[src/bmap_pkg.sv]
// Shared types and constants for the banked-window bus decoder.
// No dependencies; imported by every module of the block.
package bmap_pkg;

    localparam int unsigned RAM_BYTES_DEF = 8192;
    localparam int unsigned BANK_BITS_DEF = 9;
    localparam int unsigned QUEUE_DEPTH   = 2;

    localparam int unsigned ADDR_W = 24;
    localparam int unsigned DATA_W = 16;
    localparam int unsigned BYTE_W = 8;
    localparam int unsigned KIND_W = 3;
    localparam int unsigned WIN_W  = 15;

    // external request kinds
    localparam logic [KIND_W-1:0] KIND_NONE    = 3'd0;
    localparam logic [KIND_W-1:0] KIND_SREG    = 3'd1;
    localparam logic [KIND_W-1:0] KIND_TONE    = 3'd2;
    localparam logic [KIND_W-1:0] KIND_VIDEO   = 3'd3;
    localparam logic [KIND_W-1:0] KIND_BUS_RD  = 3'd4;
    localparam logic [KIND_W-1:0] KIND_BUS_WR  = 3'd5;
    localparam logic [KIND_W-1:0] KIND_RESTART = 3'd6;

    // sound-side map boundaries
    localparam logic [15:0] SND_SREG_BASE = 16'h4000;
    localparam logic [15:0] SND_BANK_BASE = 16'h6000;
    localparam logic [15:0] SND_TONE_BASE = 16'h6100;
    localparam logic [15:0] SND_WIN_BASE  = 16'h8000;
    localparam logic [7:0]  SND_TONE_LOW  = 8'h11;
    localparam logic [7:0]  READ_FF       = 8'hFF;

    // main-side map
    localparam logic [ADDR_W-1:0] VIDEO_BASE     = 24'hC00000;
    localparam logic [ADDR_W-1:0] HOST_RAM_BASE  = 24'hA00000;
    localparam logic [ADDR_W-1:0] HOST_SREG_BASE = 24'hA04000;
    localparam logic [ADDR_W-1:0] HOST_BANK_BASE = 24'hA06000;
    localparam logic [ADDR_W-1:0] HOST_BANK_END  = 24'hA06100;
    localparam logic [ADDR_W-1:0] HOST_AREA_END  = 24'hA10000;
    localparam logic [ADDR_W-1:0] BUSREQ_ADDR    = 24'hA11100;
    localparam logic [ADDR_W-1:0] RESET_ADDR     = 24'hA11200;

    typedef enum logic [3:0] {
        OP_CONST,
        OP_RAM_RD,
        OP_RAM_WR,
        OP_EXT,
        OP_BANK_SHIFT,
        OP_BANKED,
        OP_BUSREQ_RD,
        OP_BUSREQ_WR,
        OP_RESET_WR
    } op_t;

    // decoded request; data is the fixed read byte, the write byte or the ext byte
    typedef struct packed {
        op_t               op;
        logic              handled;
        logic              word;
        logic [BYTE_W-1:0] data;
        logic [KIND_W-1:0] kind;
        logic [ADDR_W-1:0] addr;
    } cmd_t;

    typedef struct packed {
        logic [DATA_W-1:0] read_data;
        logic              handled;
        logic [KIND_W-1:0] kind;
        logic [ADDR_W-1:0] ext_address;
        logic [BYTE_W-1:0] ext_data;
        logic              runnable;
    } res_t;

    typedef struct packed {
        logic clearing;
        logic bus_requested;
        logic reset_held;
    } status_t;

endpackage

[src/bmap_front.sv]
// Front end: accepts a bus request and classifies it into a command.
// Depends on bmap_pkg.
module bmap_front
    import bmap_pkg::*;
#(
    parameter int unsigned RAM_BYTES = RAM_BYTES_DEF
)
(
    input  logic              side,
    input  logic              opcode,
    input  logic              word_access,
    input  logic [ADDR_W-1:0] address,
    input  logic [DATA_W-1:0] write_data,
    output cmd_t              cmd
);

    logic [13:0]       rem;
    logic [15:0]       a;
    logic [BYTE_W-1:0] v;
    logic              in_ram;
    logic              in_sreg;
    logic              in_bank;
    logic              in_area;
    logic              is_busreq;
    logic              is_reset;

    // RAM index: window offset mod RAM_BYTES, quotient fits in four bits
    always_comb
    begin
        rem = address[13:0];
        for (int k = 3; k >= 0; k--)
        begin
            if ({6'b0, rem} >= (20'(RAM_BYTES) << k))
            begin
                rem = rem - 14'(RAM_BYTES << k);
            end
        end
    end

    assign a = address[15:0];
    assign v = (side && word_access) ? write_data[15:8] : write_data[7:0];

    assign in_ram    = (address >= HOST_RAM_BASE) && (address < HOST_SREG_BASE);
    assign in_sreg   = (address >= HOST_SREG_BASE) && (address < HOST_BANK_BASE);
    assign in_bank   = (address >= HOST_BANK_BASE) && (address < HOST_BANK_END);
    assign in_area   = (address >= HOST_RAM_BASE) && (address < HOST_AREA_END);
    assign is_busreq = (address[ADDR_W-1:1] == BUSREQ_ADDR[ADDR_W-1:1]);
    assign is_reset  = (address[ADDR_W-1:1] == RESET_ADDR[ADDR_W-1:1]);

    always_comb
    begin
        cmd.op      = OP_CONST;
        cmd.handled = 1'b0;
        cmd.word    = 1'b0;
        cmd.data    = '0;
        cmd.kind    = KIND_NONE;
        cmd.addr    = '0;
        if (!side)
        begin
            cmd.handled = 1'b1;
            priority if (a < SND_SREG_BASE)
            begin
                cmd.op   = opcode ? OP_RAM_WR : OP_RAM_RD;
                cmd.addr = ADDR_W'(rem);
                cmd.data = v;
            end
            else if (a < SND_BANK_BASE)
            begin
                if (opcode)
                begin
                    cmd.op   = OP_EXT;
                    cmd.kind = KIND_SREG;
                    cmd.addr = {22'b0, a[1:0]};
                    cmd.data = v;
                end
            end
            else if (a < SND_WIN_BASE)
            begin
                priority if (!opcode)
                begin
                    cmd.data = READ_FF;
                end
                else if (a < SND_TONE_BASE)
                begin
                    cmd.op   = OP_BANK_SHIFT;
                    cmd.data = v;
                end
                else if (a[7:0] == SND_TONE_LOW)
                begin
                    cmd.op   = OP_EXT;
                    cmd.kind = KIND_TONE;
                    cmd.data = v;
                end
                else
                begin
                    cmd.op   = OP_EXT;
                    cmd.kind = KIND_VIDEO;
                    cmd.addr = VIDEO_BASE | {19'b0, a[4:0]};
                    cmd.data = v;
                end
            end
            else
            begin
                cmd.op   = OP_BANKED;
                cmd.addr = {9'b0, a[WIN_W-1:0]};
                cmd.kind = opcode ? KIND_BUS_WR : KIND_BUS_RD;
                cmd.data = opcode ? v : 8'h00;
            end
        end
        else if (!opcode)
        begin
            cmd.word = word_access;
            priority if (in_ram)
            begin
                cmd.op      = OP_RAM_RD;
                cmd.addr    = ADDR_W'(rem);
                cmd.handled = 1'b1;
            end
            else if (in_sreg)
            begin
                cmd.handled = 1'b1;
            end
            else if (is_busreq)
            begin
                cmd.op      = address[0] ? OP_CONST : OP_BUSREQ_RD;
                cmd.handled = 1'b1;
            end
            else if (is_reset)
            begin
                cmd.handled = 1'b1;
            end
        end
        else
        begin
            priority if (in_ram)
            begin
                cmd.op      = OP_RAM_WR;
                cmd.addr    = ADDR_W'(rem);
                cmd.data    = v;
                cmd.handled = 1'b1;
            end
            else if (in_sreg)
            begin
                cmd.op      = OP_EXT;
                cmd.kind    = KIND_SREG;
                cmd.addr    = {22'b0, address[1:0]};
                cmd.data    = v;
                cmd.handled = 1'b1;
            end
            else if (in_bank)
            begin
                cmd.op      = OP_BANK_SHIFT;
                cmd.data    = v;
                cmd.handled = 1'b1;
            end
            else if (in_area)
            begin
                cmd.handled = 1'b1;
            end
            else if (is_busreq)
            begin
                cmd.op      = address[0] ? OP_CONST : OP_BUSREQ_WR;
                cmd.data    = address[0] ? 8'h00 : v;
                cmd.handled = 1'b1;
            end
            else if (is_reset)
            begin
                cmd.op      = address[0] ? OP_CONST : OP_RESET_WR;
                cmd.data    = address[0] ? 8'h00 : v;
                cmd.handled = 1'b1;
            end
        end
    end

endmodule

[config.mk]
export PLATFORM = sky130hd
export DESIGN_NAME = bmap_front
export DESIGN_NICKNAME = d
export VERILOG_FILES = /design/src/bmap_pkg.sv /design/src/bmap_front.sv
export SDC_FILE = /design/constraint.sdc
export NUM_CORES = 1
export LEC_CHECK = 0
export ABC_AREA = 1
export BUFFER_PORTS_ARGS = -buffer_cell sky130_fd_sc_hd__buf_4
export CAP_MARGIN = 10
export CORE_MARGIN = 2
export CORE_UTILIZATION = 44
export DETAILED_ROUTE_END_ITERATION = 8
export PLACE_DENSITY = 0.83
export SYNTH_ARGS = -nofsm -noshare
export SYNTH_HDL_FRONTEND = slang
export SYNTH_SLANG_ARGS = --single-unit
[constraint.sdc]
create_clock -name vclk -period 1.5
set_clock_uncertainty 0.2 [all_clocks]
set_input_delay 0 -clock vclk [all_inputs]
set_output_delay 0 -clock vclk [all_outputs]
set_load 0.02 [all_outputs]
# [Word-level counts from Yosys, hierarchy flattened]
# Cells that the tools add are included.
[totals] wordCells=77 in_bits=43 ff_bits=0
[classes] reduce_logical=5 n_mux=56 n_lt_le_gt_ge=12 eq_ne=3 addsub=1
[op_table] operator="35-bit two-way mux" n=4
[op_table] operator="24-bit < comparator, second input constant" n=4
[op_table] operator="24-bit two-way mux" n=4
[op_table] operator="8-bit two-way mux" n=11
[op_table] operator="24-bit greater-or-equal comparator, second input constant" n=3
[op_table] operator="27-bit two-way mux" n=2
[op_table] operator="16-bit by 15-bit < comparator with 1-bit output, second input constant" n=3
[op_table] operator="23-bit equality test, second input constant" n=2
[op_table] operator="5-bit two-way mux" n=8
[op_table] operator="14-bit two-way mux" n=2
[op_table] operator="25-bit two-way mux" n=1
[op_table] operator="3-bit two-way mux" n=7
[op_table] operator="4-bit two-way mux" n=5
[op_table] operator="16-bit < comparator, second input constant" n=1
[op_table] operator="14-bit greater-or-equal comparator, second input constant" n=1
[op_table] operator="14-bit subtractor, second input constant" n=1
[op_table] operator="11-bit two-way mux" n=1
[op_table] operator="1-bit two-way mux" n=9
[op_table] operator="8-bit by 5-bit equality test with 1-bit output, second input constant" n=1
[op_table] operator="1-bit logical AND" n=5
[op_table] operator="2-bit two-way mux" n=2

# [Depth between registers and ports, before layout]
[logic_depth] ltp_word=11 ltp_mapped=11 mapped_depth_nobuf=11

# [Worst setup path after synthesis]
# OpenSTA, ideal clock, no wires.
[synth_timing] kind="input-to-output" from="input port opcode" to="output port cmd[23] (netlist name)" path_stages=8 arrival_time_ns=1.289 t_required_ns=1.300 path_slack_ns=0.011 path_cell_list="buf_4 -> inv_2 -> nor2_1 -> nand2_1 -> o21ai_0 -> nand2_1 -> nor3_1 -> buf_4"
[synth_rtl] element="start: declaration" line="bmap_front.sv:10" rtl="input logic opcode,"
[synth_rtl] element="end: declaration" line="bmap_front.sv:14" rtl="output cmd_t cmd"

==> impl_metrics.csv <==
group,metric,value,unit
detailed_routing,wl_per_cell,14.3,um
synth,synth_compound_area_frac,0.105,
layout,fill_cells,200,
global_routing,grt_max_degree,11,
layout,numSequentialCells,0,
layout,final.clkbuf_count,0,
layout,final_design_area_no_fill,2040,um2
layout,antenna_cells,0,
layout,register_area,0,um2
detailed_routing,routed_via_density,5.38,
global_routing,grt_overflow,0,
layout,layout_common_cells,"buf_4 (74), nand2_1 (55), nor2_1 (36)",
timing,maxSlewViolCount,0,
min_path,min_path_type,"primary input to output port",
timing,min_period,1.52,ns
floorplanning,die-area,3120,um2
global_routing,grt_pass1_wl,6710,um
synth,yosysWarnings,0,
floorplanning,core_region_area,2520,um2
worst_setup_path,crit_arrival,1.32,ns
timing,rsz0062_at_grt,"yes",
detailed_routing,drt_wl_total,4970,um
detailed_routing,ant_nets,0,
global_routing,antenna_found_initial,0,
detailed_routing,wl_met2,2520,um
detailed_routing,vias,1873,
timing,min_period_over_period,1.01,
global_routing,grtUsageTotal,0.251,
placement,post-dp-hpwl,3500,um
synth,synthXorXnorAreaFrac,0,
run_status,outcome,"finished, violations left",
floorplanning,io-pin-count,84,
worst_setup_path,startpoint_type,"primary input",
placement,place.gp.congestion,0.965,
placement,placed_area,1770,um2
timing,final-setup-viol-count,4,
run_status,violations,"negative setup slack",
placement,numPortBuffers,77,
floorplanning,num_rows,18,
layout,nets,363,
worst_setup_path,endpoint_kind,"output port",
synth,synth.area.mux_share,0.0688,
floorplanning,die_h,55.8,um
synth,yosysUniqueCellTypes,29,
synth,synth.yosys.seq_area_share,0,
synth,synth_cells,238,
power,p_per_area,287,nW/um2
synth,avgSynthCellArea,4.97,um2
global_routing,grt_pass1_vias,1565,
layout,final_common_cell,"buf_4",
worst_setup_path,critPathRequiredTime,1.30,ns
power,vdd_drop_max,0.000244,V
worst_setup_path,crit_type,"primary input to output port",
synth,yosys.area_share.simple,0.658,
timing,timing.fmax,660,MHz
layout,drive_above_1_share,0.472,
timing,hold_viol,0,
timing,layout_setup_ws,-0.0162,ns
floorplanning,start_util,0.469,
power,power_leakage,1.11,nW
synth,synth_adder_area_share,0,
floorplanning,fp.dieW,55.8,um
detailed_routing,drt_first_iter_violations,110,
detailed_routing,drc,0,
detailed_routing,routedLengthMet1,2020,um
layout,synthToLayoutAreaGrowth,72.3,%
detailed_routing,drt_pass1_iterations,4,
detailed_routing,wl_met3,342,um
run,cap_violations,0,
detailed_routing,dr.max_layer_used,"met4",
timing,hold_ws,0.159,ns
synth,syn-cell-area,1180,um2
layout,multi_input_area,1190,um2
worst_setup_path,cp_max_fo,7,
synth,synth_top_family_by_area,"simple AND/OR/NAND/NOR gates",
## critical path, stage by stage
cell	delay (ns)
buf_4	0.14
nand2_4	0.07
nor2_4	0.05
buf_4	0.12
nand2_1	0.05
nand3_1	0.11
nor3_2	0.30
nor2_4	0.08
nand2_4	0.13
nand2_1	0.07
nand2_1	0.08
buf_6	0.12
## routing by layer
layer,GRT usage,vias up
met1,0.350,844
met4,0.0374,0
met3,0.0209,15
li1,-,914
met2,0.430,100
met5,0,-
## cells in the mapped netlist, types with 5 or more instances
master   number  area, um2
inv_1        22       82.6
inv_2         6       22.5
nor2_2        5       31.3
o21ai_0      11       55.1
buf_4        10       75.1
nor2_1       46        173
mux2i_1       7       70.1
nand4_1       6       37.5
nand2_1      70        263
nor3_2        5       50.1
nand3_1      18       90.1
## cell type report
class | count | share of cell area
inverters | 28 | 0.0541
well taps | 30 | 0.0184
repair buffers | 86 | 0.343
multi-input cells | 204 | 0.585
## cell families after synthesis
| logic type | count (synthesis) |
|---|---|
| other | 1 |
| buffers and inverters | 40 |
| AOI/OAI and AO/OA | 22 |
| muxes | 8 |
| and+or+nand+nor | 167 |
## final timing paths
path / to / slack [ns] / depth (start not counted) / startpoint
max: cmd[31] / -0.02 / 12 / address[23]
min: cmd[23] / 0.16 / 3 / address[15]
## report_power, final
part / switching, mW / leakage [nW] / internal, mW
combinational: 0.337 / 1.11 / 0.247
sequential: 0 / 0 / 0
clock: 0 / 0 / 0
total: 0.337 / 1.11 / 0.247
## what timing repair did
action                                  in CTS  in global routing
hold endpoints to repair                     0                  0
hold buffers                                 0                  0
pin swaps                                    0                 28
gates resized for setup                      1                 65
endpoints found under the setup margin       1                 23
setup buffers                                0                  4
## stage by stage
stage                     utilization  worst slack (ns)  std cells  power (mW)  TNS [ns]
after floorplan                     -            0.0106        244       0.291         0
after global placement          0.701            0.0136        344       0.498         0
after detailed placement        0.701           0.00114        344       0.500         0
after CTS                       0.703           0.00125        344       0.503         0
after global routing            0.808           -0.0861        348       0.625    -0.641
final                           0.808           -0.0162        348       0.584   -0.0426
No activity file was read; power rests on OpenSTA's default activity.
