**src/bmap_pkg.sv**
```systemverilog
// Shared types and constants for the banked-window bus decoder.
// No dependencies; imported by every module of the block.
package bmap_pkg;

    localparam int unsigned RAM_BYTES_DEF = 8192;
    localparam int unsigned BANK_BITS_DEF = 9;
    localparam int unsigned QUEUE_DEPTH   = 2;

    localparam int unsigned ADDR_W = 24;
    localparam int unsigned DATA_W = 16;
    localparam int unsigned BYTE_W = 8;
    localparam int unsigned KIND_W = 3;
    localparam int unsigned WIN_W  = 15;

    // external request kinds
    localparam logic [KIND_W-1:0] KIND_NONE    = 3'd0;
    localparam logic [KIND_W-1:0] KIND_SREG    = 3'd1;
    localparam logic [KIND_W-1:0] KIND_TONE    = 3'd2;
    localparam logic [KIND_W-1:0] KIND_VIDEO   = 3'd3;
    localparam logic [KIND_W-1:0] KIND_BUS_RD  = 3'd4;
    localparam logic [KIND_W-1:0] KIND_BUS_WR  = 3'd5;
    localparam logic [KIND_W-1:0] KIND_RESTART = 3'd6;

    // sound-side map boundaries
    localparam logic [15:0] SND_SREG_BASE = 16'h4000;
    localparam logic [15:0] SND_BANK_BASE = 16'h6000;
    localparam logic [15:0] SND_TONE_BASE = 16'h6100;
    localparam logic [15:0] SND_WIN_BASE  = 16'h8000;
    localparam logic [7:0]  SND_TONE_LOW  = 8'h11;
    localparam logic [7:0]  READ_FF       = 8'hFF;

    // main-side map
    localparam logic [ADDR_W-1:0] VIDEO_BASE     = 24'hC00000;
    localparam logic [ADDR_W-1:0] HOST_RAM_BASE  = 24'hA00000;
    localparam logic [ADDR_W-1:0] HOST_SREG_BASE = 24'hA04000;
    localparam logic [ADDR_W-1:0] HOST_BANK_BASE = 24'hA06000;
    localparam logic [ADDR_W-1:0] HOST_BANK_END  = 24'hA06100;
    localparam logic [ADDR_W-1:0] HOST_AREA_END  = 24'hA10000;
    localparam logic [ADDR_W-1:0] BUSREQ_ADDR    = 24'hA11100;
    localparam logic [ADDR_W-1:0] RESET_ADDR     = 24'hA11200;

    typedef enum logic [3:0] {
        OP_CONST,
        OP_RAM_RD,
        OP_RAM_WR,
        OP_EXT,
        OP_BANK_SHIFT,
        OP_BANKED,
        OP_BUSREQ_RD,
        OP_BUSREQ_WR,
        OP_RESET_WR
    } op_t;

    // decoded request; data is the fixed read byte, the write byte or the ext byte
    typedef struct packed {
        op_t               op;
        logic              handled;
        logic              word;
        logic [BYTE_W-1:0] data;
        logic [KIND_W-1:0] kind;
        logic [ADDR_W-1:0] addr;
    } cmd_t;

    typedef struct packed {
        logic [DATA_W-1:0] read_data;
        logic              handled;
        logic [KIND_W-1:0] kind;
        logic [ADDR_W-1:0] ext_address;
        logic [BYTE_W-1:0] ext_data;
        logic              runnable;
    } res_t;

    typedef struct packed {
        logic clearing;
        logic bus_requested;
        logic reset_held;
    } status_t;

endpackage

```
**src/bmap_queue.sv**
```systemverilog
// Short command queue between the decode front end and the execute back end.
// Depends on bmap_pkg.
module bmap_queue
    import bmap_pkg::*;
(
    input  logic clk,
    input  logic rst_n,
    input  logic push,
    input  cmd_t push_cmd,
    output logic full,
    input  logic pop,
    output logic valid,
    output cmd_t head
);

    localparam int unsigned PTR_W = (QUEUE_DEPTH > 1) ? $clog2(QUEUE_DEPTH) : 1;
    localparam int unsigned CNT_W = $clog2(QUEUE_DEPTH + 1);
    localparam logic [PTR_W-1:0] LAST_PTR = PTR_W'(QUEUE_DEPTH - 1);
    localparam logic [CNT_W-1:0] FULL_CNT = CNT_W'(QUEUE_DEPTH);

    cmd_t             slot_reg [QUEUE_DEPTH];
    logic [PTR_W-1:0] wr_ptr_reg;
    logic [PTR_W-1:0] wr_ptr_next;
    logic [PTR_W-1:0] rd_ptr_reg;
    logic [PTR_W-1:0] rd_ptr_next;
    logic [CNT_W-1:0] count_reg;
    logic [CNT_W-1:0] count_next;

    assign full  = (count_reg == FULL_CNT);
    assign valid = (count_reg != '0);
    assign head  = slot_reg[rd_ptr_reg];

    always_comb
    begin
        wr_ptr_next = wr_ptr_reg;
        rd_ptr_next = rd_ptr_reg;
        count_next  = count_reg;
        if (push)
        begin
            wr_ptr_next = (wr_ptr_reg == LAST_PTR) ? '0 : wr_ptr_reg + 1'b1;
        end
        if (pop)
        begin
            rd_ptr_next = (rd_ptr_reg == LAST_PTR) ? '0 : rd_ptr_reg + 1'b1;
        end
        if (push && !pop)
        begin
            count_next = count_reg + 1'b1;
        end
        else if (pop && !push)
        begin
            count_next = count_reg - 1'b1;
        end
    end

    always_ff @(posedge clk or negedge rst_n)
    begin
        if (!rst_n)
        begin
            wr_ptr_reg <= '0;
            rd_ptr_reg <= '0;
            count_reg  <= '0;
        end
        else
        begin
            wr_ptr_reg <= wr_ptr_next;
            rd_ptr_reg <= rd_ptr_next;
            count_reg  <= count_next;
        end
    end

    always_ff @(posedge clk)
    begin
        if (push)
        begin
            slot_reg[wr_ptr_reg] <= push_cmd;
        end
    end

endmodule

```
**config.mk**
```make
export PLATFORM = sky130hd
export DESIGN_NAME = bmap_queue
export DESIGN_NICKNAME = d
export VERILOG_FILES = /design/src/bmap_pkg.sv /design/src/bmap_queue.sv
export SDC_FILE = /design/constraint.sdc
export NUM_CORES = 1
export LEC_CHECK = 0
export BUFFER_PORTS_ARGS = -buffer_cell sky130_fd_sc_hd__clkbuf_2
export CAP_MARGIN = 25
export CORE_MARGIN = 5
export CORE_UTILIZATION = 30
export CTS_CLUSTER_DIAMETER = 30
export DETAILED_ROUTE_END_ITERATION = 6
export GPL_ROUTABILITY_DRIVEN = 1
export GPL_TIMING_DRIVEN = 1
export PLACE_DENSITY = 0.57
export SYNTH_ARGS = -nofsm -noshare
export SYNTH_HDL_FRONTEND = slang
export SYNTH_SLANG_ARGS = --single-unit
```
**constraint.sdc**
```tcl
create_clock -name clk -period 9.1 [get_ports clk]
set_clock_uncertainty 0.2 [all_clocks]
set_input_delay 1.365 -clock clk [delete_from_list [all_inputs] [get_ports clk]]
set_output_delay 1.365 -clock clk [all_outputs]
set_load 0.02 [all_outputs]
```
# Yosys cells after proc, flatten, opt, wreduce, memory -nomap -nowiden
# Memory sizes are Yosys's and may differ from the RTL's.
# Index checks and enable logic that the tools add are counted.
# classes
n_addsub,4
n_mul,0
n_div,0
magnitude_cmp,0
n_eq_ne,1
n_shift,0
mux,6
n_bitwise,0
reduce_logical,6
# op_table
operator,n
two-way mux 1 bit,4
two-way mux 2 bit,2
nonzero test 2 bit,2
"adder 1 bit, second input constant",2
"adder 2 x 1 -> 2 bit, second input constant",1
"equality test 2 bit, second input constant",1
logical AND 1 bit,2
logical NOT 1 bit,2
"subtractor 2 x 1 -> 2 bit, second input constant",1
# totals
regBits,4
latchBits,0
ramBits,82
rom_bits,0
inputBits,45
output_inout_bits,43
n_memories,1
# memory_table
name,depth,word_bits,rd,rd_ports_with_merged_regs,wr,line,rtl
slot_reg,2,41,1,0,1,bmap_queue.sv:21,cmd_t slot_reg [QUEUE_DEPTH];

# Logic depth before layout (Yosys ltp)
# Gate-level depths: netlist of the first run.
# depth
ltp_word,4
ltp_mapped,5

# Least setup slack after synthesis of the first run
# OpenSTA, ideal clock, no wires.
# synth_path
path_kind,input-to-reg
startpoint,in push
endpoint,"mem slot_reg[0][0] (netlist bit), enable pin"
setup_time_ns,0.444
arrival_time_ns,3.197
t_required_ns,8.456
slack_ns,5.259
path_stages,1
cell_sequence,nor2b_1
# synth_between
elab_chain_len,2
# synth_rtl
item,line,rtl
from (decl),bmap_queue.sv:8,"input logic push,"
two-way mux 1 bit,bmap_queue.sv:74,if (push)
two-way mux 1 bit (not written as such),bmap_queue.sv:76,slot_reg[wr_ptr_reg] <= push_cmd;
to (decl),bmap_queue.sv:21,
# Every way passes these cells.

==> metrics.md, run 1 <==
| Metric | Value |
|---|---|
| Final setup viols | `0` |
| Chip width | `116 um` |
| CTS hold repair buffers | `0` |
| Critical Path Source Type | `flip-flop` |
| Fill cells | `1020` |
| Gp weighted congestion | `0.618` |
| Fin. Hold Viols | `0` |
| Starting density of the core | `30.8%` |
| # port buffers | `87` |
| HP Class | `reg2reg` |
| Register area share after synthesis | `76.5%` |
| Die Y | `116 um` |
| Footprint of the multi-input gates | `702 um^2` |
| WL/cell | `14.6 um` |
| Crit end category | `output pin` |
| Unrepaired setup endpoints after global routing | `no` |
| Core box area | `10900 um^2` |
| Worst setup path class | `reg2out` |
| Largest net degree at the start of global routing | `28` |
| DRC | `0` |
| TNS Setup | `0 ps` |
| Max-slew violations | `0` |
| Slew HR | `55.1%` |
| Clock Latency Late Sink | `330 ps` |
| WP data required | `7540 ps` |
| Synth warn | `0` |
| Non-Filler Instances | `383` |
| Maximum net fanout on the critical path | `27` |
| ANT nets after route | `0` |
| Mapped cell area | `3350 um^2` |
| Postcts setup bufs | `0` |
| Maximum vdd drop | `203 uV` |
| Initial antenna violation count | `0` |
| P per Cell Area | `318 nW/um^2` |
| First DRT Iteration DRCs | `49` |
| Clock Tree Root | `clkbuf_8` |
| CTS max path bufs | `2` |
| # resized after CTS | `0` |
| Tcrit/Tclk final | `40.7%` |
| Fin crit period | `3710 ps` |
| Max_cap viols | `0` |
| CP Launch Point | `rd_ptr_reg` |
| CTS sink count | `86` |
| Mapped Nets | `190` |
| Arrival @ worst endpoint | `2140 ps` |
| Num rows | `38` |
| P&R area growth vs syn | `23.8%` |
| H-Tree Depth | `3` |
| Clk pin slew, worst setup/hold paths | `80 ps` |
| CTS tree | `built` |
| Total area of sequential cells | `2560 um^2` |
| Max reg flops | `82` |
| Worst slew pin tran | `672 ps` |
| Post-layout util | `38.1%` |
| Hold slack | `286 ps` |
| Syn Inst Count | `144` |
| DP HPWL | `3860 um` |
| Layout cell share with drive strength beyond 1 | `60.9%` |
| Via count | `1583` |
| Initial DRT Pass Iterations | `4` |
| Register bit total from synthesis | `86` |
| Placed Cells | `369` |
| RR Startpoint | `wr_ptr_reg` |
| Fin nets | `286` |
| ANT cells | `0` |
| Hold wc startpoint | `count_reg[1]` |
| Ports | `88` |
| GR Overflow Total | `0` |
| Mean post-synth cell area | `23.3 um^2` |
| DRT Wirelength | `5600 um` |
| First-pass GRT wire length | `8500 um` |
| Total track usage | `8.54%` |
| TritonCTS buffer count | `9` |
| Fmax | `270 MHz` |
| Lkg Pwr | `1.69 nW` |
| Number of global-route vias before repair | `1727` |
| Distinct cell type count of the synthesized netlist | `14` |
| Status | `completed` |
| Vias per inst | `4.13` |
| Die area | `13400 um^2` |
kinds of logic (layout without fill, tap and decap cells):
kind of cell               count (synthesis)  count (layout)  share of synthesized area [%]
xor gates and xnor gates                   5               5                           1.31
adders and majority gates                  1               1                          0.373
buffers and inverters                      6             105                           2.84
DFF                                       86              86                           76.5
muxes                                     41              41                           18.1
and+or+nand+nor                            5               5                          0.859
cells in the mapped netlist (all sizes together):
cell / count / share of area, %
inv: 1 / 0.11
and2: 1 / 0.19
ha: 1 / 0.37
xor2: 4 / 1.0
xnor2: 1 / 0.26
nor2: 1 / 0.11
buf: 5 / 2.7
or2: 1 / 0.19
nor2b: 2 / 0.37
edfxtp: 82 / 73
dfrtp: 4 / 3.0
mux2: 41 / 18
per-stage QoR:
step                power [W]  area (um^2)  worst slack, ps
floorplan            0.000938         3350             5260
global placement      0.00103         3890             5700
detailed placement    0.00104         3920             5690
CTS                   0.00135         4150             5300
global route          0.00139         4150             5250
finish                0.00132         4150             5390
where the power goes:
part	internal (W)	total, W	switching, W
clock	0.000180	0.000303	0.000124
combinational	0.000208	0.000449	0.000242
sequential	0.000526	0.000568	0.0000417
total	0.000914	0.00132	0.000407
worst paths after layout:
check / to / slack (ps) / cells after the start
min in group asynchronous: count_reg[0] / 620 / 1
hold reg to reg: count_reg[1] / 290 / 1
max in group asynchronous: rd_ptr_reg / 7940 / 1
setup reg to reg: slot_reg[0][38] / 7160 / 2
setup / recovery: head[20] / 5390 / 3
hold / removal: count_reg[1] / 290 / 1
cell type report:
| type | instances | share of cell area, % |
|---|---|---|
| sequential | 86 | 61.8 |
| multi-input combinational | 52 | 16.9 |
| timing repair buffer | 90 | 11.5 |
| tap | 140 | 4.22 |
| clock buffer | 10 | 3.08 |
| clock inverter | 4 | 2.35 |
| inverter | 1 | 0.0905 |
layout by cell type (no fill, tap or decap):
cell and instances:
or2_2 1, dfrtp_2 1, xor2_1 4, xnor2_1 1, nor2b_4 1, bufinv_16 3, mux2_2 2, inv_1 1
clkbuf_8 9, edfxtp_1 82, nor2_1 1, clkinvlp_4 1, clkbuf_2 87, mux2_4 39, dfrtp_1 3, and2_2 1
clkbuf_1 1, nor2b_1 1, buf_4 2, buf_16 1, ha_1 1
critical path, stage by stage, from the launching register on:
cell and delay (ps):
dfrtp_2 700, buf_4 550, mux2_2 390, clkbuf_2 150
routing by layer:
metal	vias up	routed length, um	track usage, %
met5	-	0	0
met4	0	76	2.78
met3	7	501	4.23
met2	55	2750	14.2
met1	774	2260	9.71
li1	747	-	-
Note: power is estimated with default switching activity, not from simulation.
==> run 2, diff against run 1 <==
clock period = 3.85 ns   (was 9.1 ns; I/O delays follow)
==> run 2 against run 1 <==
Against the previous run: worst setup slack got worse by 4300 ps; clock power rose by 71%; non-clock buffer count rose by 1; sequential power rose by 140%; register-to-register slack got worse by 5300 ps; count of clock-buffer cells in the layout rose by 4; combinational power rose by 140%; critical endpoint unchanged; largest cell class unchanged; highest routed layer unchanged.
==> metrics.md, run 2 (same netlist as run 1, synthesis figures left out) <==
| Metric | Value |
|---|---|
| Clk pin slew, worst setup/hold paths | `80 ps (about the same)` |
| CTS max path bufs | `2 (unchanged)` |
| Fin area | `4100 um^2 (was 4150 um^2)` |
| Fin nets | `287 (was 286)` |
| TritonCTS buffer count | `9 (unchanged)` |
| # port buffers | `87 (unchanged)` |
| Comb pwr share | `36.0% (was 34.0%)` |
| Maximum vdd drop | `307 uV (was 203 uV)` |
| Fin. Hold Viols | `0 (unchanged)` |
| WP data required | `3070 ps (was 7540 ps)` |
| Tcrit/Tclk final | `71.9%` |
| WL/cell | `14.6 um (about the same)` |
| Hold slack | `226 ps (was 286 ps)` |
| Final setup viols | `0 (unchanged)` |
| First DRT Iteration DRCs | `50 (was 49)` |
| Chip width | `116 um (unchanged)` |
| Max_cap viols | `0 (unchanged)` |
| HP Class | `in2reg (was reg2reg)` |
| DRC | `0 (unchanged)` |
| Switching share of power | `32.5% (was 30.8%)` |
| Postcts setup bufs | `0 (unchanged)` |
| Post-layout util | `37.6% (was 38.1%)` |
| Gp weighted congestion | `0.675 (was 0.618)` |
| Commonest non-fill, non-tap cell in the layout | `clkbuf_2 (unchanged)` |
| Area after DPL | `3910 um^2 (was 3920 um^2)` |
| Starting density of the core | `30.8% (unchanged)` |
| DP HPWL | `3860 um (about the same)` |
| FF-to-FF setup slack | `1890 ps (was 7160 ps)` |
| Clock share of power | `17.6% (was 23.0%)` |
| Initial DRT Pass Iterations | `4 (unchanged)` |
| Cells on Worst Hold Path | `1 (unchanged)` |
| Worst setup path class | `reg2out (unchanged)` |
| RR Startpoint | `wr_ptr_reg (unchanged)` |
| Die area | `13400 um^2 (unchanged)` |
| Pint | `0.00198 W (was 0.000914 W)` |
| Number of global-route vias before repair | `1836 (was 1727)` |
| Clock Latency Late Sink | `330 ps (about the same)` |
| ANT nets after route | `0 (unchanged)` |
| Ports | `88 (unchanged)` |
| Final Power | `0.00294 W (was 0.00132 W)` |
| Max-slew violations | `0 (unchanged)` |
| Maximum net fanout on the critical path | `22 (was 27)` |
| Most frequent cells in the layout | `87 x clkbuf_2, 82 x edfxtp_1, 39 x mux2_4, 9 x clkbuf_8, 5 x clkbuf_1 (was 87 x clkbuf_2, 82 x edfxtp_1, 39 x mux2_4, 9 x clkbuf_8, 4 x xor2_1)` |
| Fin crit period | `2770 ps` |
| Max reg flops | `82 (unchanged)` |
| Net Sw Power | `0.000955 W (was 0.000407 W)` |
| Reg-to-Reg End | `slot_reg[0][23] (was slot_reg[0][38])` |
| Die Y | `116 um (unchanged)` |
| First-pass GRT wire length | `9030 um (was 8500 um)` |
| DRT Wirelength | `5640 um (was 5600 um)` |
| Hold endpoint | `slot_reg[0][36] (was count_reg[1])` |
| Worst slew pin tran | `741 ps (was 672 ps)` |
| GR Overflow Total | `0 (unchanged)` |
| Crit end category | `output pin (unchanged)` |
| Largest net degree at the start of global routing | `42 (was 28)` |
| Unrepaired setup endpoints after global routing | `no (unchanged)` |
| CTS sink count | `86 (unchanged)` |
| Arrival @ worst endpoint | `1990 ps (was 2140 ps)` |
| P&R area growth vs syn | `22.3% (was 23.8%)` |
| Status | `completed (unchanged)` |
| Via count | `1582 (was 1583)` |
| Num rows | `38 (unchanged)` |
| Reg power frac | `46.4% (was 43.0%)` |
| Total track usage | `9.07% (was 8.54%)` |
| Lkg Pwr | `1.66 nW (was 1.69 nW)` |
| ANT cells | `0 (unchanged)` |
| CP Launch Point | `rd_ptr_reg (unchanged)` |
| Clock Tree Root | `clkbuf_8 (unchanged)` |
| Register-to-Register Path Depth | `2 (unchanged)` |
| P per Cell Area | `717 nW/um^2 (was 318 nW/um^2)` |
| Layout cell share with drive strength beyond 1 | `58.9% (was 60.9%)` |
| Fmax | `361 MHz` |
| H-Tree Depth | `3 (unchanged)` |
| Core box area | `10900 um^2 (unchanged)` |
| Initial antenna violation count | `0 (unchanged)` |
| Critical Path Source Type | `flip-flop (unchanged)` |
| Slew HR | `50.6% (was 55.1%)` |
| Hold wc startpoint | `push_cmd[36] (was count_reg[1])` |
| Vias per inst | `4.10 (was 4.13)` |
| CTS tree | `built (unchanged)` |
| Fill cells | `1033 (was 1020)` |
| TNS Setup | `0 ps (unchanged)` |
## run 2: cell count changes in the layout (fill, tap and decap cells not counted)
cell / previous run / this run
buf_12: 0 / 1
clkinv_2: 0 / 1
bufinv_16: 3 / 0
clkinvlp_4: 1 / 0
dlygate4sd3_1: 0 / 1
buf_4: 2 / 1
clkinv_1: 0 / 1
clkbuf_1: 1 / 5
## run 2: area by class of cell
cell class | instances | area, um^2 | area share [%]
multi-input cells | 52 | 702 | 17.1
repair buffers | 91 | 500 | 12.2
flip-flops and latches | 86 | 2560 | 62.6
well taps | 140 | 175 | 4.28
clock inverters | 2 | 8.76 | 0.214
inverters | 1 | 3.75 | 0.0916
clock buffers | 14 | 143 | 3.48
## run 2: power by group through the flow
| stage | sequential, W | combinational, W | clock [W] |
|---|---|---|---|
| after floorplan | 0.00131 | 0.000903 | 0 |
| after global placement | 0.00138 | 0.00106 | 0 |
| after detailed placement | 0.00139 | 0.00107 | 0 |
| after CTS | 0.00137 | 0.00108 | 0.000543 |
| after global routing | 0.00139 | 0.00114 | 0.000578 |
| final | 0.00136 | 0.00106 | 0.000518 |
## run 2: per-stage QoR
step	setup slack, ps	instances
3_5_place_dp	1390	368
2_1_floorplan	796	144
3_3_place_gp	1420	368
6_report	1080	386
4_1_cts	987	385
5_1_grt	948	386
## run 2: timing repair
action,4_1_cts,5_1_grt
endpoints found under the hold margin,4,0
gates resized for setup,0,0
hold buffers,1,0
endpoints found under the setup margin,0,0
## run 2: worst max-delay path by stage
stage | end | slack (ps) | cells past startpoint
after global routing | head[21] | 950 | 3
final | head[20] | 1080 | 3
after global placement | head[21] | 1420 | 3
after detailed placement | head[20] | 1390 | 3
after CTS | head[20] | 990 | 3
after floorplan | slot_reg[0][0] | 800 | 1
## run 2: worst max-delay path, cell delays in order (launching register included)
cell and delay (ps):
dfrtp_2 850, buf_12 280, mux2_2 360, clkbuf_2 150
## run 2: routing by layer
metal | GRT usage (%) | routed length (um)
met1 | 10.5 | 2300
met2 | 15.1 | 2800
met3 | 3.97 | 451
met4 | 3.25 | 82
met5 | 0 | 0
==> run 3, diff against run 2 <==
clock period = 2.8 ns   (was 3.85 ns; I/O delays follow)
==> run 3 against run 2 <==
Against the previous run: core utilization grew 0.63 points; global-route usage shrank 0.31 points; sequential share of layout area shrank 1.0 points; total power grew 43%; die area is the same.
==> metrics.md, run 3 (same netlist as run 1, synthesis figures left out) <==
| Metric | Value |
|---|---|
| Status | `completed (unchanged)` |
| Register-to-Register Path Depth | `2 (unchanged)` |
| Core box area | `10900 um^2 (unchanged)` |
| Max-slew violations | `0 (unchanged)` |
| Fill cells | `1038 (was 1033)` |
| ANT nets after route | `0 (unchanged)` |
| Bufs and invs on worst path | `2 (unchanged)` |
| Final setup viols | `0 (unchanged)` |
| WL/cell | `14.6 um (about the same)` |
| Initial antenna violation count | `1 (was 0)` |
| Vias per inst | `4.07 (was 4.10)` |
| Area after DPL | `3970 um^2 (was 3910 um^2)` |
| DRT Wirelength | `5680 um (was 5640 um)` |
| Clock Latency Late Sink | `340 ps (was 330 ps)` |
| Ports | `88 (unchanged)` |
| RR Startpoint | `wr_ptr_reg (unchanged)` |
| # port buffers | `87 (unchanged)` |
| Initial DRT Pass Iterations | `3 (was 4)` |
| Crit end category | `output pin (unchanged)` |
| Worst setup path class | `reg2out (unchanged)` |
| Max reg flops | `82 (unchanged)` |
| Unrepaired setup endpoints after global routing | `no (unchanged)` |
| Footprint of the multi-input gates | `702 um^2 (unchanged)` |
| Lkg Pwr | `1.70 nW (was 1.66 nW)` |
| Hold endpoint | `slot_reg[0][20] (was slot_reg[0][36])` |
| CP cell instances | `buf_12 -> mux2_2 -> clkbuf_2 (unchanged)` |
| TNS Setup | `0 ps (unchanged)` |
| CP delay by family, top | `flip-flops (unchanged)` |
| CTS sink count | `86 (unchanged)` |
| TritonCTS buffer count | `9 (unchanged)` |
| Most frequent cells in the layout | `87 x clkbuf_2, 82 x edfxtp_1, 39 x mux2_4, 10 x clkbuf_8 (was 87 x clkbuf_2, 82 x edfxtp_1, 39 x mux2_4, 9 x clkbuf_8, 5 x clkbuf_1)` |
| DP HPWL | `3920 um (was 3860 um)` |
| Die area | `13400 um^2 (unchanged)` |
| Fin crit period | `2430 ps` |
| Worst slew pin tran | `555 ps (was 741 ps)` |
| Number of global-route vias before repair | `1693 (was 1836)` |
| Layout cell share with drive strength beyond 1 | `60.1% (was 58.9%)` |
| Slew HR | `63.0% (was 50.6%)` |
| Die Y | `116 um (unchanged)` |
| Cells on Worst Hold Path | `1 (unchanged)` |
| Post-layout util | `38.3% (was 37.6%)` |
| Tcrit/Tclk final | `86.7%` |
| GR Overflow Total | `0 (unchanged)` |
| Setup slack after layout | `371 ps (was 1080 ps)` |
| Gp weighted congestion | `0.650 (was 0.675)` |
| H-Tree Depth | `3 (unchanged)` |
| FF-to-FF setup slack | `1070 ps (was 1890 ps)` |
| CTS max path bufs | `2 (unchanged)` |
| Crit-path slowest cell | `dfrtp_2 (unchanged)` |
| Clock Tree Root | `clkbuf_8 (unchanged)` |
| P&R area growth vs syn | `24.3% (was 22.3%)` |
| Fin nets | `289 (was 287)` |
| CTS tree | `built (unchanged)` |
| Reg-to-Reg End | `slot_reg[1][10] (was slot_reg[0][23])` |
| DRC | `0 (unchanged)` |
| First-pass GRT wire length | `8500 um (was 9030 um)` |
| # resized after CTS | `0 (unchanged)` |
| Maximum net fanout on the critical path | `15 (was 22)` |
| Arrival @ worst endpoint | `1810 ps (was 1990 ps)` |
| ANT cells | `0 (unchanged)` |
| HP Class | `in2reg (unchanged)` |
| Chip width | `116 um (unchanged)` |
| P per Cell Area | `1010 nW/um^2 (was 717 nW/um^2)` |
| Hold slack | `62.4 ps (was 226 ps)` |
| Critical Path Source Type | `flip-flop (unchanged)` |
| Total track usage | `8.76% (was 9.07%)` |
| Max_cap viols | `0 (unchanged)` |
| Commonest non-fill, non-tap cell in the layout | `clkbuf_2 (unchanged)` |
| Total area of sequential cells | `2560 um^2 (unchanged)` |
| Starting density of the core | `30.8% (unchanged)` |
| Hold wc startpoint | `push_cmd[20] (was push_cmd[36])` |
| Max stage delay on crit path | `710 ps (was 850 ps)` |
| Maximum vdd drop | `396 uV (was 307 uV)` |
| Fin. Hold Viols | `0 (unchanged)` |
| Largest net degree at the start of global routing | `23 (was 42)` |
| WP data required | `2180 ps (was 3070 ps)` |
| Fin area | `4170 um^2 (was 4100 um^2)` |
| Post-Place Setup Slack | `697 ps (was 1390 ps)` |
| Via count | `1579 (was 1582)` |
| First DRT Iteration DRCs | `34 (was 50)` |
| Fmax | `412 MHz` |
| Clk pin slew, worst setup/hold paths | `80 ps (about the same)` |
| Num rows | `38 (unchanged)` |
[run 3: changes by cell type in the layout (fill, tap and decap cells not counted), sizes merged]
cell	delta
buf	+2
bufinv	+1
clkinv	-1
[run 3: cell type report]
| cell class | count | share of cell area [%] |
|---|---|---|
| clock buffer | 14 | 3.66 |
| clock inverter | 2 | 0.841 |
| inverter | 1 | 0.0901 |
| multi-input combinational | 52 | 16.9 |
| sequential | 86 | 61.6 |
| tap | 140 | 4.21 |
| timing repair buffer | 93 | 12.8 |
[run 3: metrics by stage]
step | std cells | power (W)
global route | 388 | 0.00442
CTS | 388 | 0.00430
global placement | 371 | 0.00343
detailed placement | 371 | 0.00345
finish | 388 | 0.00420
floorplan | 144 | 0.00304
[run 3: timing repair]
item	4_1_cts	5_1_grt
buffers inserted	0	0
hold buffers	1	0
endpoints found under the hold margin	4	0
[run 3: worst max-delay path by stage]
stage	end	from	depth (start not counted)	slack (ps)
after floorplan	slot_reg[0][0]	push	1	670
after global placement	head[21]	rd_ptr_reg	3	710
after detailed placement	head[21]	rd_ptr_reg	3	700
after CTS	head[21]	rd_ptr_reg	3	310
after global routing	head[21]	rd_ptr_reg	3	280
final	head[21]	rd_ptr_reg	3	370
[run 3: report_power, final]
group	leakage (nW)	internal, W	switching [W]	total, W
Sequential	0.815	0.00171	0.000135	0.00184
Clock	0.0947	0.000437	0.000393	0.000831
Combinational	0.786	0.000728	0.000795	0.00152
[run 3: per-layer routing]
metal,vias up,track usage (%),share of wire (%)
li1,753,-,-
met2,55,14.1,49
met4,2,5.80,2.3
met5,-,0,0.23
met1,757,9.87,40
met3,12,3.03,8.2
